[config.mk]
export PLATFORM = sky130hd
export DESIGN_NAME = positional_array_engine_core_flat
export DESIGN_NICKNAME = d
export VERILOG_FILES = /design/src/rtl/core/pae_pkg.sv /design/src/rtl/core/pae_if.sv /design/src/rtl/core/pae_ram.sv /design/src/rtl/core/pae_front.sv /design/src/rtl/core/pae_fifo.sv /design/src/rtl/core/pae_back.sv /design/src/rtl/core/positional_array_engine_core.sv /design/src/flat_wrapper.sv
export SDC_FILE = /design/constraint.sdc
export NUM_CORES = 2
export LEC_CHECK = 0
export ABC_CLOCK_PERIOD_IN_PS = 10500
export BUFFER_PORTS_ARGS = -buffer_cell sky130_fd_sc_hd__buf_2
export CAP_MARGIN = 10
export CORE_UTILIZATION = 49
export DETAILED_ROUTE_END_ITERATION = 10
export SYNTH_ARGS = -nofsm -noshare
export SYNTH_HDL_FRONTEND = slang
export SYNTH_SLANG_ARGS = --single-unit
[constraint.sdc]
create_clock -name i_clk -period 10.5 [get_ports i_clk]
set_input_delay 0 -clock i_clk [delete_from_list [all_inputs] [get_ports i_clk]]
set_output_delay 0 -clock i_clk [all_outputs]
set_load 0.01 [all_outputs]
[src/rtl/core/pae_pkg.sv]
`timescale 1ns / 1ps
// Shared types, field widths and codes for the positional array engine.
// Depends on nothing; the interfaces, front end, back end and top level import it.
package pae_pkg;

    // Field widths of the command and response channels.
    localparam int CMD_W   = 2;
    localparam int POS_W   = 7;
    localparam int DATA_W  = 32;
    localparam int STAT_W  = 2;
    localparam int FOUND_W = 6;
    localparam int COUNT_W = 7;

    // Default number of array entries.
    localparam int DEPTH_DEFAULT = 64;

    // Command codes.
    localparam logic [CMD_W-1:0] CMD_INSERT = 2'd0;
    localparam logic [CMD_W-1:0] CMD_DELETE = 2'd1;
    localparam logic [CMD_W-1:0] CMD_SEARCH = 2'd2;
    localparam logic [CMD_W-1:0] CMD_READ   = 2'd3;

    // Response status codes.
    localparam logic [STAT_W-1:0] ST_OK       = 2'd0;
    localparam logic [STAT_W-1:0] ST_BAD_POS  = 2'd1;
    localparam logic [STAT_W-1:0] ST_NOTFOUND = 2'd2;
    localparam logic [STAT_W-1:0] ST_FULL     = 2'd3;

    // Work handed from the front end to the back end. A rejected request
    // travels as OP_NONE and only reports its status.
    localparam int OP_W = 3;
    typedef enum logic [OP_W-1:0] {
        OP_NONE   = 3'd0,
        OP_INSERT = 3'd1,
        OP_DELETE = 3'd2,
        OP_SEARCH = 3'd3,
        OP_READ   = 3'd4
    } t_op;

endpackage

[src/rtl/core/pae_if.sv]
`timescale 1ns / 1ps
// Valid/ready channel interfaces for requests and responses.
// Depends on pae_pkg for the field widths.
interface pae_cmd_if import pae_pkg::*; ();
    logic                valid;
    logic                ready;
    logic [CMD_W-1:0]    command;
    logic [POS_W-1:0]    position;
    logic signed [DATA_W-1:0] value;

    modport source (output valid, output command, output position, output value,
                    input ready);
    modport sink   (input valid, input command, input position, input value,
                    output ready);
endinterface

interface pae_rsp_if import pae_pkg::*; ();
    logic                 valid;
    logic                 ready;
    logic [STAT_W-1:0]    status;
    logic [FOUND_W-1:0]   found_index;
    logic signed [DATA_W-1:0] read_value;
    logic [COUNT_W-1:0]   element_count;

    modport source (output valid, output status, output found_index,
                    output read_value, output element_count, input ready);
    modport sink   (input valid, input status, input found_index,
                    input read_value, input element_count, output ready);
endinterface

[src/rtl/core/pae_ram.sv]
`timescale 1ns / 1ps
// Generic simple dual-port RAM: one write port, one read port, registered read.
// Depends on nothing.
module pae_ram #(
    parameter int WIDTH = 32,
    parameter int DEPTH = 64,
    localparam int AW   = $clog2(DEPTH)
) (
    input  logic             i_clk,
    input  logic             i_we,
    input  logic [AW-1:0]    i_waddr,
    input  logic [WIDTH-1:0] i_wdata,
    input  logic             i_re,
    input  logic [AW-1:0]    i_raddr,
    output logic [WIDTH-1:0] o_rdata
);

    logic [WIDTH-1:0] r_mem [DEPTH];
    logic [WIDTH-1:0] r_rdata;

    always_ff @(posedge i_clk) begin
        if (i_we) begin
            r_mem[i_waddr] <= i_wdata;
        end
        if (i_re) begin
            r_rdata <= r_mem[i_raddr];
        end
    end

    assign o_rdata = r_rdata;

endmodule

[src/rtl/core/pae_front.sv]
`timescale 1ns / 1ps
// Front end: accepts requests, checks positions against the projected element
// count and emits one job per request. Depends on pae_pkg and pae_if.
module pae_front import pae_pkg::*; #(
    parameter int DEPTH  = DEPTH_DEFAULT,
    localparam int AW    = $clog2(DEPTH),
    localparam int CW    = $clog2(DEPTH + 1),
    localparam int JOB_W = OP_W + STAT_W + AW + 2 * CW + DATA_W
) (
    input  logic             i_clk,
    input  logic             i_rst_n,
    pae_cmd_if.sink          i_cmd,
    output logic             o_job_valid,
    input  logic             i_job_ready,
    output logic [JOB_W-1:0] o_job
);

    localparam int CMP_W = (CW > POS_W) ? CW : POS_W;

    typedef struct packed {
        t_op               op;
        logic [STAT_W-1:0] status;
        logic [AW-1:0]     pos;
        logic [CW-1:0]     cnt_old;
        logic [CW-1:0]     cnt_new;
        logic [DATA_W-1:0] value;
    } t_job;

    logic [CW-1:0]    r_count;
    logic [CW-1:0]    n_count;
    logic [CMP_W-1:0] pos_x;
    logic [CMP_W-1:0] cnt_x;
    logic             push;
    t_job             job;

    assign pos_x = CMP_W'(i_cmd.position);
    assign cnt_x = CMP_W'(r_count);
    assign push  = i_cmd.valid && i_job_ready;

    always_comb begin
        job         = '0;
        job.pos     = AW'(pos_x);
        job.cnt_old = r_count;
        job.value   = i_cmd.value;
        job.status  = ST_OK;
        job.op      = OP_NONE;
        n_count     = r_count;
        unique case (i_cmd.command)
            CMD_INSERT: begin
                if (pos_x > cnt_x) begin
                    job.status = ST_BAD_POS;
                end else if (r_count >= CW'(DEPTH)) begin
                    job.status = ST_FULL;
                end else begin
                    job.op  = OP_INSERT;
                    n_count = r_count + 1'b1;
                end
            end
            CMD_DELETE: begin
                if (pos_x >= cnt_x) begin
                    job.status = ST_BAD_POS;
                end else begin
                    job.op  = OP_DELETE;
                    n_count = r_count - 1'b1;
                end
            end
            CMD_SEARCH: begin
                job.op = OP_SEARCH;
            end
            CMD_READ: begin
                if (pos_x >= cnt_x) begin
                    job.status = ST_BAD_POS;
                end else begin
                    job.op = OP_READ;
                end
            end
            default: begin
                job.op = OP_NONE;
            end
        endcase
        job.cnt_new = n_count;
    end

    always_ff @(posedge i_clk) begin
        if (!i_rst_n) begin
            r_count <= '0;
        end else if (push) begin
            r_count <= n_count;
        end
    end

    assign i_cmd.ready = i_job_ready;
    assign o_job_valid = i_cmd.valid;
    assign o_job       = job;

    a_count_bounded: assert property (@(posedge i_clk) disable iff (!i_rst_n)
        r_count <= CW'(DEPTH))
        else $error("element count exceeds the array depth");

    a_insert_grows: assert property (@(posedge i_clk) disable iff (!i_rst_n)
        push && job.op == OP_INSERT |=> r_count == CW'($past(r_count) + 1'b1))
        else $error("accepted insert did not grow the element count");

endmodule

[src/rtl/core/pae_fifo.sv]
`timescale 1ns / 1ps
// Two-entry job queue between the front end and the back end.
// Depends on nothing.
module pae_fifo #(
    parameter int WIDTH = 8
) (
    input  logic             i_clk,
    input  logic             i_rst_n,
    input  logic             i_push,
    input  logic [WIDTH-1:0] i_data,
    output logic             o_ready,
    output logic             o_valid,
    input  logic             i_pop,
    output logic [WIDTH-1:0] o_data
);

    logic [WIDTH-1:0] r_mem [2];
    logic             r_wp;
    logic             r_rp;
    logic [1:0]       r_fill;
    logic             do_push;
    logic             do_pop;

    assign o_ready = (r_fill != 2'd2);
    assign o_valid = (r_fill != 2'd0);
    assign o_data  = r_mem[r_rp];
    assign do_push = i_push && o_ready;
    assign do_pop  = i_pop && o_valid;

    always_ff @(posedge i_clk) begin
        if (do_push) begin
            r_mem[r_wp] <= i_data;
        end
    end

    always_ff @(posedge i_clk) begin
        if (!i_rst_n) begin
            r_wp   <= 1'b0;
            r_rp   <= 1'b0;
            r_fill <= 2'd0;
        end else begin
            if (do_push) begin
                r_wp <= ~r_wp;
            end
            if (do_pop) begin
                r_rp <= ~r_rp;
            end
            case ({do_push, do_pop})
                2'b10:   r_fill <= r_fill + 2'd1;
                2'b01:   r_fill <= r_fill - 2'd1;
                default: r_fill <= r_fill;
            endcase
        end
    end

endmodule

[src/rtl/core/pae_back.sv]
`timescale 1ns / 1ps
// Back end: walks the element RAM one entry per cycle to shift, search or
// read, and holds the response in an output register. Depends on pae_pkg, pae_if.
module pae_back import pae_pkg::*; #(
    parameter int DEPTH  = DEPTH_DEFAULT,
    localparam int AW    = $clog2(DEPTH),
    localparam int CW    = $clog2(DEPTH + 1),
    localparam int JOB_W = OP_W + STAT_W + AW + 2 * CW + DATA_W
) (
    input  logic              i_clk,
    input  logic              i_rst_n,
    input  logic              i_job_valid,
    output logic              o_job_pop,
    input  logic [JOB_W-1:0]  i_job,
    output logic              o_ram_we,
    output logic [AW-1:0]     o_ram_waddr,
    output logic [DATA_W-1:0] o_ram_wdata,
    output logic              o_ram_re,
    output logic [AW-1:0]     o_ram_raddr,
    input  logic [DATA_W-1:0] i_ram_rdata,
    pae_rsp_if.source         o_rsp
);

    typedef struct packed {
        t_op               op;
        logic [STAT_W-1:0] status;
        logic [AW-1:0]     pos;
        logic [CW-1:0]     cnt_old;
        logic [CW-1:0]     cnt_new;
        logic [DATA_W-1:0] value;
    } t_job;

    localparam logic S_IDLE = 1'b0;
    localparam logic S_RUN  = 1'b1;

    logic              r_state;
    t_job              r_job;
    t_job              in_job;
    logic [AW-1:0]     r_rd_ptr;
    logic [CW-1:0]     r_left;
    logic              r_vld;
    logic [AW-1:0]     r_vidx;
    logic              r_out_vld;
    logic [STAT_W-1:0] r_out_status;
    logic [FOUND_W-1:0] r_out_found;
    logic [DATA_W-1:0] r_out_rd;
    logic [COUNT_W-1:0] r_out_count;

    logic              pop;
    logic              rd_en;
    logic              hit;
    logic              shift_wr;
    logic              done_idle;
    logic              final_wr;
    logic              finish;
    logic [AW-1:0]     n_rd_ptr;
    logic [CW-1:0]     n_left;

    assign in_job = t_job'(i_job);
    assign pop    = (r_state == S_IDLE) && i_job_valid && (!r_out_vld || o_rsp.ready);

    // Start pointer and number of reads for a new job.
    always_comb begin
        n_rd_ptr = '0;
        n_left   = '0;
        unique case (in_job.op)
            OP_INSERT: begin
                n_rd_ptr = AW'(in_job.cnt_old - 1'b1);
                n_left   = in_job.cnt_old - CW'(in_job.pos);
            end
            OP_DELETE: begin
                n_rd_ptr = in_job.pos + 1'b1;
                n_left   = in_job.cnt_old - CW'(in_job.pos) - 1'b1;
            end
            OP_SEARCH: begin
                n_rd_ptr = '0;
                n_left   = in_job.cnt_old;
            end
            OP_READ: begin
                n_rd_ptr = in_job.pos;
                n_left   = CW'(1);
            end
            default: begin
                n_rd_ptr = '0;
                n_left   = '0;
            end
        endcase
    end

    assign rd_en     = (r_state == S_RUN) && (r_left != '0);
    assign hit       = r_vld && ((r_job.op == OP_SEARCH && i_ram_rdata == r_job.value)
                                 || r_job.op == OP_READ);
    assign shift_wr  = r_vld && (r_job.op == OP_INSERT || r_job.op == OP_DELETE);
    assign done_idle = (r_state == S_RUN) && !r_vld && (r_left == '0);
    assign final_wr  = done_idle && (r_job.op == OP_INSERT);
    assign finish    = (r_state == S_RUN) && (hit || done_idle);

    assign o_ram_re    = rd_en;
    assign o_ram_raddr = r_rd_ptr;
    assign o_ram_we    = shift_wr || final_wr;
    assign o_ram_waddr = final_wr ? r_job.pos :
                         (r_job.op == OP_INSERT) ? r_vidx + 1'b1 : r_vidx - 1'b1;
    assign o_ram_wdata = final_wr ? r_job.value : i_ram_rdata;
    assign o_job_pop   = pop;

    always_ff @(posedge i_clk) begin
        if (pop) begin
            r_job <= in_job;
        end
        if (finish) begin
            r_out_status <= (r_job.op == OP_SEARCH && !hit) ? ST_NOTFOUND : r_job.status;
            r_out_found  <= (r_job.op == OP_SEARCH && hit) ? FOUND_W'(r_vidx) : '0;
            r_out_rd     <= (r_job.op == OP_READ && hit) ? i_ram_rdata : '0;
            r_out_count  <= COUNT_W'(r_job.cnt_new);
        end
    end

    always_ff @(posedge i_clk) begin
        if (!i_rst_n) begin
            r_state   <= S_IDLE;
            r_rd_ptr  <= '0;
            r_left    <= '0;
            r_vld     <= 1'b0;
            r_vidx    <= '0;
            r_out_vld <= 1'b0;
        end else begin
            unique case (r_state)
                S_IDLE: begin
                    if (pop) begin
                        r_state  <= S_RUN;
                        r_rd_ptr <= n_rd_ptr;
                        r_left   <= n_left;
                        r_vld    <= 1'b0;
                    end
                end
                S_RUN: begin
                    r_vld  <= rd_en;
                    r_vidx <= r_rd_ptr;
                    if (rd_en) begin
                        r_rd_ptr <= (r_job.op == OP_INSERT) ? r_rd_ptr - 1'b1
                                                            : r_rd_ptr + 1'b1;
                        r_left   <= r_left - 1'b1;
                    end
                    if (finish) begin
                        r_state <= S_IDLE;
                        r_vld   <= 1'b0;
                        r_left  <= '0;
                    end
                end
                default: begin
                    r_state <= S_IDLE;
                end
            endcase
            if (finish) begin
                r_out_vld <= 1'b1;
            end else if (o_rsp.ready) begin
                r_out_vld <= 1'b0;
            end
        end
    end

    assign o_rsp.valid         = r_out_vld;
    assign o_rsp.status        = r_out_status;
    assign o_rsp.found_index   = r_out_found;
    assign o_rsp.read_value    = r_out_rd;
    assign o_rsp.element_count = r_out_count;

    a_no_rw_clash: assert property (@(posedge i_clk) disable iff (!i_rst_n)
        o_ram_we && o_ram_re |-> o_ram_waddr != o_ram_raddr)
        else $error("RAM read and write hit the same entry in one cycle");

    a_out_free: assert property (@(posedge i_clk) disable iff (!i_rst_n)
        finish |-> !r_out_vld)
        else $error("response produced while the output register is occupied");

    a_idle_quiet: assert property (@(posedge i_clk) disable iff (!i_rst_n)
        r_state == S_IDLE |-> !o_ram_we && !o_ram_re)
        else $error("RAM access while the back end is idle");

endmodule

[src/rtl/core/positional_array_engine_core.sv]
`timescale 1ns / 1ps
// Top level of the positional array engine: front end, job queue, back end and
// element RAM. Depends on pae_pkg, pae_if, pae_ram, pae_front, pae_fifo, pae_back.

// The engine keeps an ordered array of up to DEPTH signed 32-bit elements and
// answers every request with exactly one response. Insert places a value at a
// position from zero to the current count and moves later elements up; delete
// removes the element at a position below the count and moves later elements
// down; search reports the lowest index holding a value; read returns the
// element at a position. A position out of range gives an invalid status and
// leaves the array alone, and an insert into a full array reports full. The
// front end checks each request against its own running count in the cycle it
// is accepted and drops it into a two-entry queue, so requests keep flowing in
// while the back end is busy, until the queue is full. The back end works one
// request at a time and its cost is set by the single-read-port element RAM,
// which it walks one entry per cycle: an insert reads every element from the
// position to the end, a delete every element above the position, a search
// from index zero up to the first match, a read one element, and a rejected
// request none. Responses wait in an output register, and the back end starts
// its next request while that register is being emptied. The element RAM needs
// no clearing after reset, since no request can read an entry beyond the count.
module positional_array_engine_core import pae_pkg::*; #(
    parameter int DEPTH  = DEPTH_DEFAULT,
    localparam int AW    = $clog2(DEPTH),
    localparam int CW    = $clog2(DEPTH + 1),
    localparam int JOB_W = OP_W + STAT_W + AW + 2 * CW + DATA_W
) (
    input  logic      i_clk,
    input  logic      i_rst_n,
    pae_cmd_if.sink   i_cmd,
    pae_rsp_if.source o_rsp
);

    // Front end to queue.
    logic             fq_valid;
    logic             fq_ready;
    logic [JOB_W-1:0] fq_job;

    // Queue to back end.
    logic             qb_valid;
    logic             qb_pop;
    logic [JOB_W-1:0] qb_job;

    // Back end to element RAM.
    logic              ram_we;
    logic [AW-1:0]     ram_waddr;
    logic [DATA_W-1:0] ram_wdata;
    logic              ram_re;
    logic [AW-1:0]     ram_raddr;
    logic [DATA_W-1:0] ram_rdata;

    // Classifies requests and tracks the element count as seen after every
    // accepted request.
    pae_front #(
        .DEPTH (DEPTH)
    ) u_front (
        .i_clk       (i_clk),
        .i_rst_n     (i_rst_n),
        .i_cmd       (i_cmd),
        .o_job_valid (fq_valid),
        .i_job_ready (fq_ready),
        .o_job       (fq_job)
    );

    // Short queue that lets the front end and the back end stall independently.
    pae_fifo #(
        .WIDTH (JOB_W)
    ) u_fifo (
        .i_clk   (i_clk),
        .i_rst_n (i_rst_n),
        .i_push  (fq_valid),
        .i_data  (fq_job),
        .o_ready (fq_ready),
        .o_valid (qb_valid),
        .i_pop   (qb_pop),
        .o_data  (qb_job)
    );

    // Carries out shifts, searches and reads against the element RAM.
    pae_back #(
        .DEPTH (DEPTH)
    ) u_back (
        .i_clk       (i_clk),
        .i_rst_n     (i_rst_n),
        .i_job_valid (qb_valid),
        .o_job_pop   (qb_pop),
        .i_job       (qb_job),
        .o_ram_we    (ram_we),
        .o_ram_waddr (ram_waddr),
        .o_ram_wdata (ram_wdata),
        .o_ram_re    (ram_re),
        .o_ram_raddr (ram_raddr),
        .i_ram_rdata (ram_rdata),
        .o_rsp       (o_rsp)
    );

    // Element storage; contents are undefined until written.
    pae_ram #(
        .WIDTH (DATA_W),
        .DEPTH (DEPTH)
    ) u_store (
        .i_clk   (i_clk),
        .i_we    (ram_we),
        .i_waddr (ram_waddr),
        .i_wdata (ram_wdata),
        .i_re    (ram_re),
        .i_raddr (ram_raddr),
        .o_rdata (ram_rdata)
    );

endmodule
[src/flat_wrapper.sv]
// flat-port wrapper written by rule: the top's interface ports become plain ports
module positional_array_engine_core_flat import pae_pkg::*;
#(
    parameter int DEPTH  = DEPTH_DEFAULT,
    localparam int AW    = $clog2(DEPTH),
    localparam int CW    = $clog2(DEPTH + 1),
    localparam int JOB_W = OP_W + STAT_W + AW + 2 * CW + DATA_W
)
  (i_clk, i_rst_n, i_cmd_valid, i_cmd_command, i_cmd_position, i_cmd_value, i_cmd_ready, o_rsp_valid, o_rsp_status, o_rsp_found_index, o_rsp_read_value, o_rsp_element_count, o_rsp_ready);
  pae_cmd_if i_cmd_i ();
  pae_rsp_if o_rsp_i ();
  input  logic i_clk;
  input  logic i_rst_n;
  input wire logic [$bits(i_cmd_i.valid)-1:0] i_cmd_valid;
  input wire logic [$bits(i_cmd_i.command)-1:0] i_cmd_command;
  input wire logic [$bits(i_cmd_i.position)-1:0] i_cmd_position;
  input wire logic [$bits(i_cmd_i.value)-1:0] i_cmd_value;
  output wire logic [$bits(i_cmd_i.ready)-1:0] i_cmd_ready;
  output wire logic [$bits(o_rsp_i.valid)-1:0] o_rsp_valid;
  output wire logic [$bits(o_rsp_i.status)-1:0] o_rsp_status;
  output wire logic [$bits(o_rsp_i.found_index)-1:0] o_rsp_found_index;
  output wire logic [$bits(o_rsp_i.read_value)-1:0] o_rsp_read_value;
  output wire logic [$bits(o_rsp_i.element_count)-1:0] o_rsp_element_count;
  input wire logic [$bits(o_rsp_i.ready)-1:0] o_rsp_ready;
  assign i_cmd_i.valid = i_cmd_valid;
  assign i_cmd_i.command = i_cmd_command;
  assign i_cmd_i.position = i_cmd_position;
  assign i_cmd_i.value = i_cmd_value;
  assign i_cmd_ready = i_cmd_i.ready;
  assign o_rsp_valid = o_rsp_i.valid;
  assign o_rsp_status = o_rsp_i.status;
  assign o_rsp_found_index = o_rsp_i.found_index;
  assign o_rsp_read_value = o_rsp_i.read_value;
  assign o_rsp_element_count = o_rsp_i.element_count;
  assign o_rsp_i.ready = o_rsp_ready;
  positional_array_engine_core #(.DEPTH(DEPTH)) u_core (.i_clk(i_clk), .i_rst_n(i_rst_n), .i_cmd(i_cmd_i), .o_rsp(o_rsp_i));
endmodule
==> results.ini <==
[clock_tree]
cts_setup_buffers=0
clock-root-buffer=clkbuf_16
cts_buffers=230
htreeDepth=4
cts_tree=yes
clkSinkCount=2325
insertion_delay_ns=0.85
clk_pin_slew_worst_paths_ns=0.07
clk_path_buf_depth=3

[detailed_routing]
drt_iter0_drc=4859
drt_wl_total_mm=228
antenna_left=0
viasPerCell=6.14
drt_pass1_iterations=5
drc_errors=0
vias=42900
wire_per_inst_microns=32.7

[grt]
track_usage=0.249
antenna_found_initial=27
grt_max_degree=130
grt_pass1_wl_mm=323
grt-ovfl-total=0
grt_pass1_vias=42200

[synth]
synth-seq-cells=2325
synth-simple-area-share=0.0211
synth_ff_type=edfxtp_1
synth_top_area_share=0.763
synthTopCellsByCount=edfxtp_1 (2291), mux4_2 (660), nand2_1 (149)
synthDistinctLibCells=66
syn_nets=4052
syn_inst=3975
syn_area_per_cell_sq_um=22.7
synthAdderAreaFrac=0.00469
synthMuxAreaShare=0.176
synth_top_family_by_area=multiplexers
yosysMostFrequentCell=edfxtp_1
synthTopCellsByArea=edfxtp_1 (76%), mux4_2 (16%), dfxtp_1 (0.75%), mux2_2 (0.74%), nand2_1 (0.62%)
syn_area_sq_um=90200
synth_top_area_cell=edfxtp_1
async_flop_share=0
yosysWarningCount=0
synth_compound_area_frac=0.0115
synth_xor_area_frac=0.00544
synth-edff-count=2291
yosysSeqAreaShare=0.770

[die]
dieWidth_microns=431
dieArea_sq_um=186000
initial_utilization=0.493
core_area_sq_um=183000
placementRows=157
die_h_microns=431
ioPinCount=94

[setup_path]
crit_start=u_core.u_back.r_left[0]
crit_fanout=38
arrival_ns=5.30
reg2regPathDepth=10
crit_type=reg -> reg
required_ns=11.01
rrSetupSlack_ns=5.71
worstReg2RegStart=u_core.u_back.r_left[0]
rr_endpoint=u_core.u_store.r_mem[37][25]
cp-start-kind=flop
endpoint_kind=flop

[worst_hold_path]
hold_class=in -> reg
hold-path-endpoint=u_core.u_fifo.r_mem[1][50]
hold_path_startpoint=i_cmd_position[4]
hold_depth=2

[timing]
finalHoldViolCount=0
drv_slew=0
period_minus_slack_ns=4.79
hold_ws_ns=0.0722
finalSetupViolations=0
finalCritPeriodShare=0.457
fmax_mhz=209
setup_tns_ns=0
skew_ns=0.0285
worst_pin_slew_ns=1.26
relSlewSlack=0.156
rsz0062_at_grt=no

[pwr]
ir_drop_mv=0.213
power_density_nw_per_um2=254
power_mw=26.1
p_leak_nw=31.4

[cells_and_area]
fin_util=0.563
area_delta_synth_final_pct=14.1
drive_gt1_frac=0.305
nets=4386
fillers=13400

[placement]
io_buffers=93
place_congestion=0.854
hpwlAfterDp_mm=137

[run]
maxCapViolCount=0

[status]
outcome=completed

## layout by cell type (no fill, tap or decap), drive strengths merged, types with 16 or more instances in the layout
cell / count
xnor2: 47
o21ai: 40
nand3: 19
bufinv: 25
nand2: 149
edfxtp: 2291
mux2i: 32
nor2: 121
nand4: 16
a21oi: 40
dlygate4sd3: 79
buf: 214
mux4: 660
clkbuf: 271
ha: 29
dfxtp: 34
and2: 43
inv: 55
mux2: 59
clkinv: 120
## cell type report
class	instances	area, sq um	share of cell area
Antenna cell	9	22.5	0.000219
Clock buffer	271	5960	0.0579
Clock inverter	161	1540	0.0150
Inverter	49	184	0.00179
Multi-Input combinational cell	1410	20300	0.197
Sequential cell	2325	69500	0.676
Tap cell	2464	3080	0.0300
Timing Repair Buffer	293	2300	0.0224
## routing by layer
| metal | global-route usage | vias up | wire length, microns | share of wire |
|---|---|---|---|---|
| met2 | 0.388 | 1812 | 110000 | 0.48 |
| met1 | 0.367 | 23300 | 95500 | 0.42 |
| met5 | 0 | - | 0 | 0 |
| met3 | 0.0420 | 253 | 17500 | 0.077 |
| li1 | - | 17500 | - | - |
| met4 | 0.0655 | 0 | 5590 | 0.024 |
## kinds of logic after synthesis
| family | after synthesis |
|---|---|
| flip-flops | 2325 |
| AO/OA/AOI/OAI | 161 |
| AND/OR/NAND/NOR | 410 |
| adder cells (fa/ha/maj) | 32 |
| buffers and inverters | 240 |
| XOR/XNOR | 56 |
| multiplexers | 751 |
## critical path, stage by stage, from the launching register on
cell      delay (ns)
dfxtp_1         0.33
inv_1           0.09
ha_1            0.21
nor4b_2         0.53
and4_2          0.32
buf_4           0.49
nor2_1          0.13
a211oi_2        0.60
nand2_1         0.63
nor2_4          0.60
buf_4           0.44
## state kept, by name, indices dropped and copies added (netlist names), 7 cells and up, named ones only
name                               flops
u_core.u_back.r_job                   50
u_core.u_store.o_rdata                32
u_core.u_back.o_rsp.element_count      7
u_core.u_store.r_mem                2048
u_core.u_back.o_rsp.read_value        32
u_core.u_fifo.r_mem                  114
u_core.u_back.r_left                   7
u_core.u_front.cnt_x                   7
## worst max path at each step
stage	end	slack, ns	cells past startpoint
after floorplan	u_core.u_back.r_job[0]	5.50	3
after global placement	u_core.u_store.o_rdata[24]	5.80	6
after detailed placement	u_core.u_store.o_rdata[14]	5.75	6
after CTS	u_core.u_store.o_rdata[14]	5.75	6
after global routing	u_core.u_store.r_mem[37][18]	5.39	10
final	u_core.u_store.r_mem[37][25]	5.71	10
## power by group
group | switching (mW) | internal [mW] | total, mW
sequential | 0.394 | 11.4 | 11.8
combinational | 3.81 | 2.39 | 6.20
clock | 3.48 | 4.67 | 8.15
total | 7.68 | 18.4 | 26.1
## through the flow
step / instance area, sq um / setup WS (ns) / cells
final: 103000 / 5.71 / 6982
after global routing: 103000 / 5.39 / 6975
after CTS: 103000 / 5.75 / 6970
after detailed placement: 94500 / 5.75 / 6459
after global placement: 94500 / 5.80 / 6458
after floorplan: 90200 / 5.50 / 3975
## timing repair
action,in CTS,in global routing
hold endpoints to repair,169,0
hold buffers,79,0
resized for setup,0,0
Power figures use the tool's default switching activity.
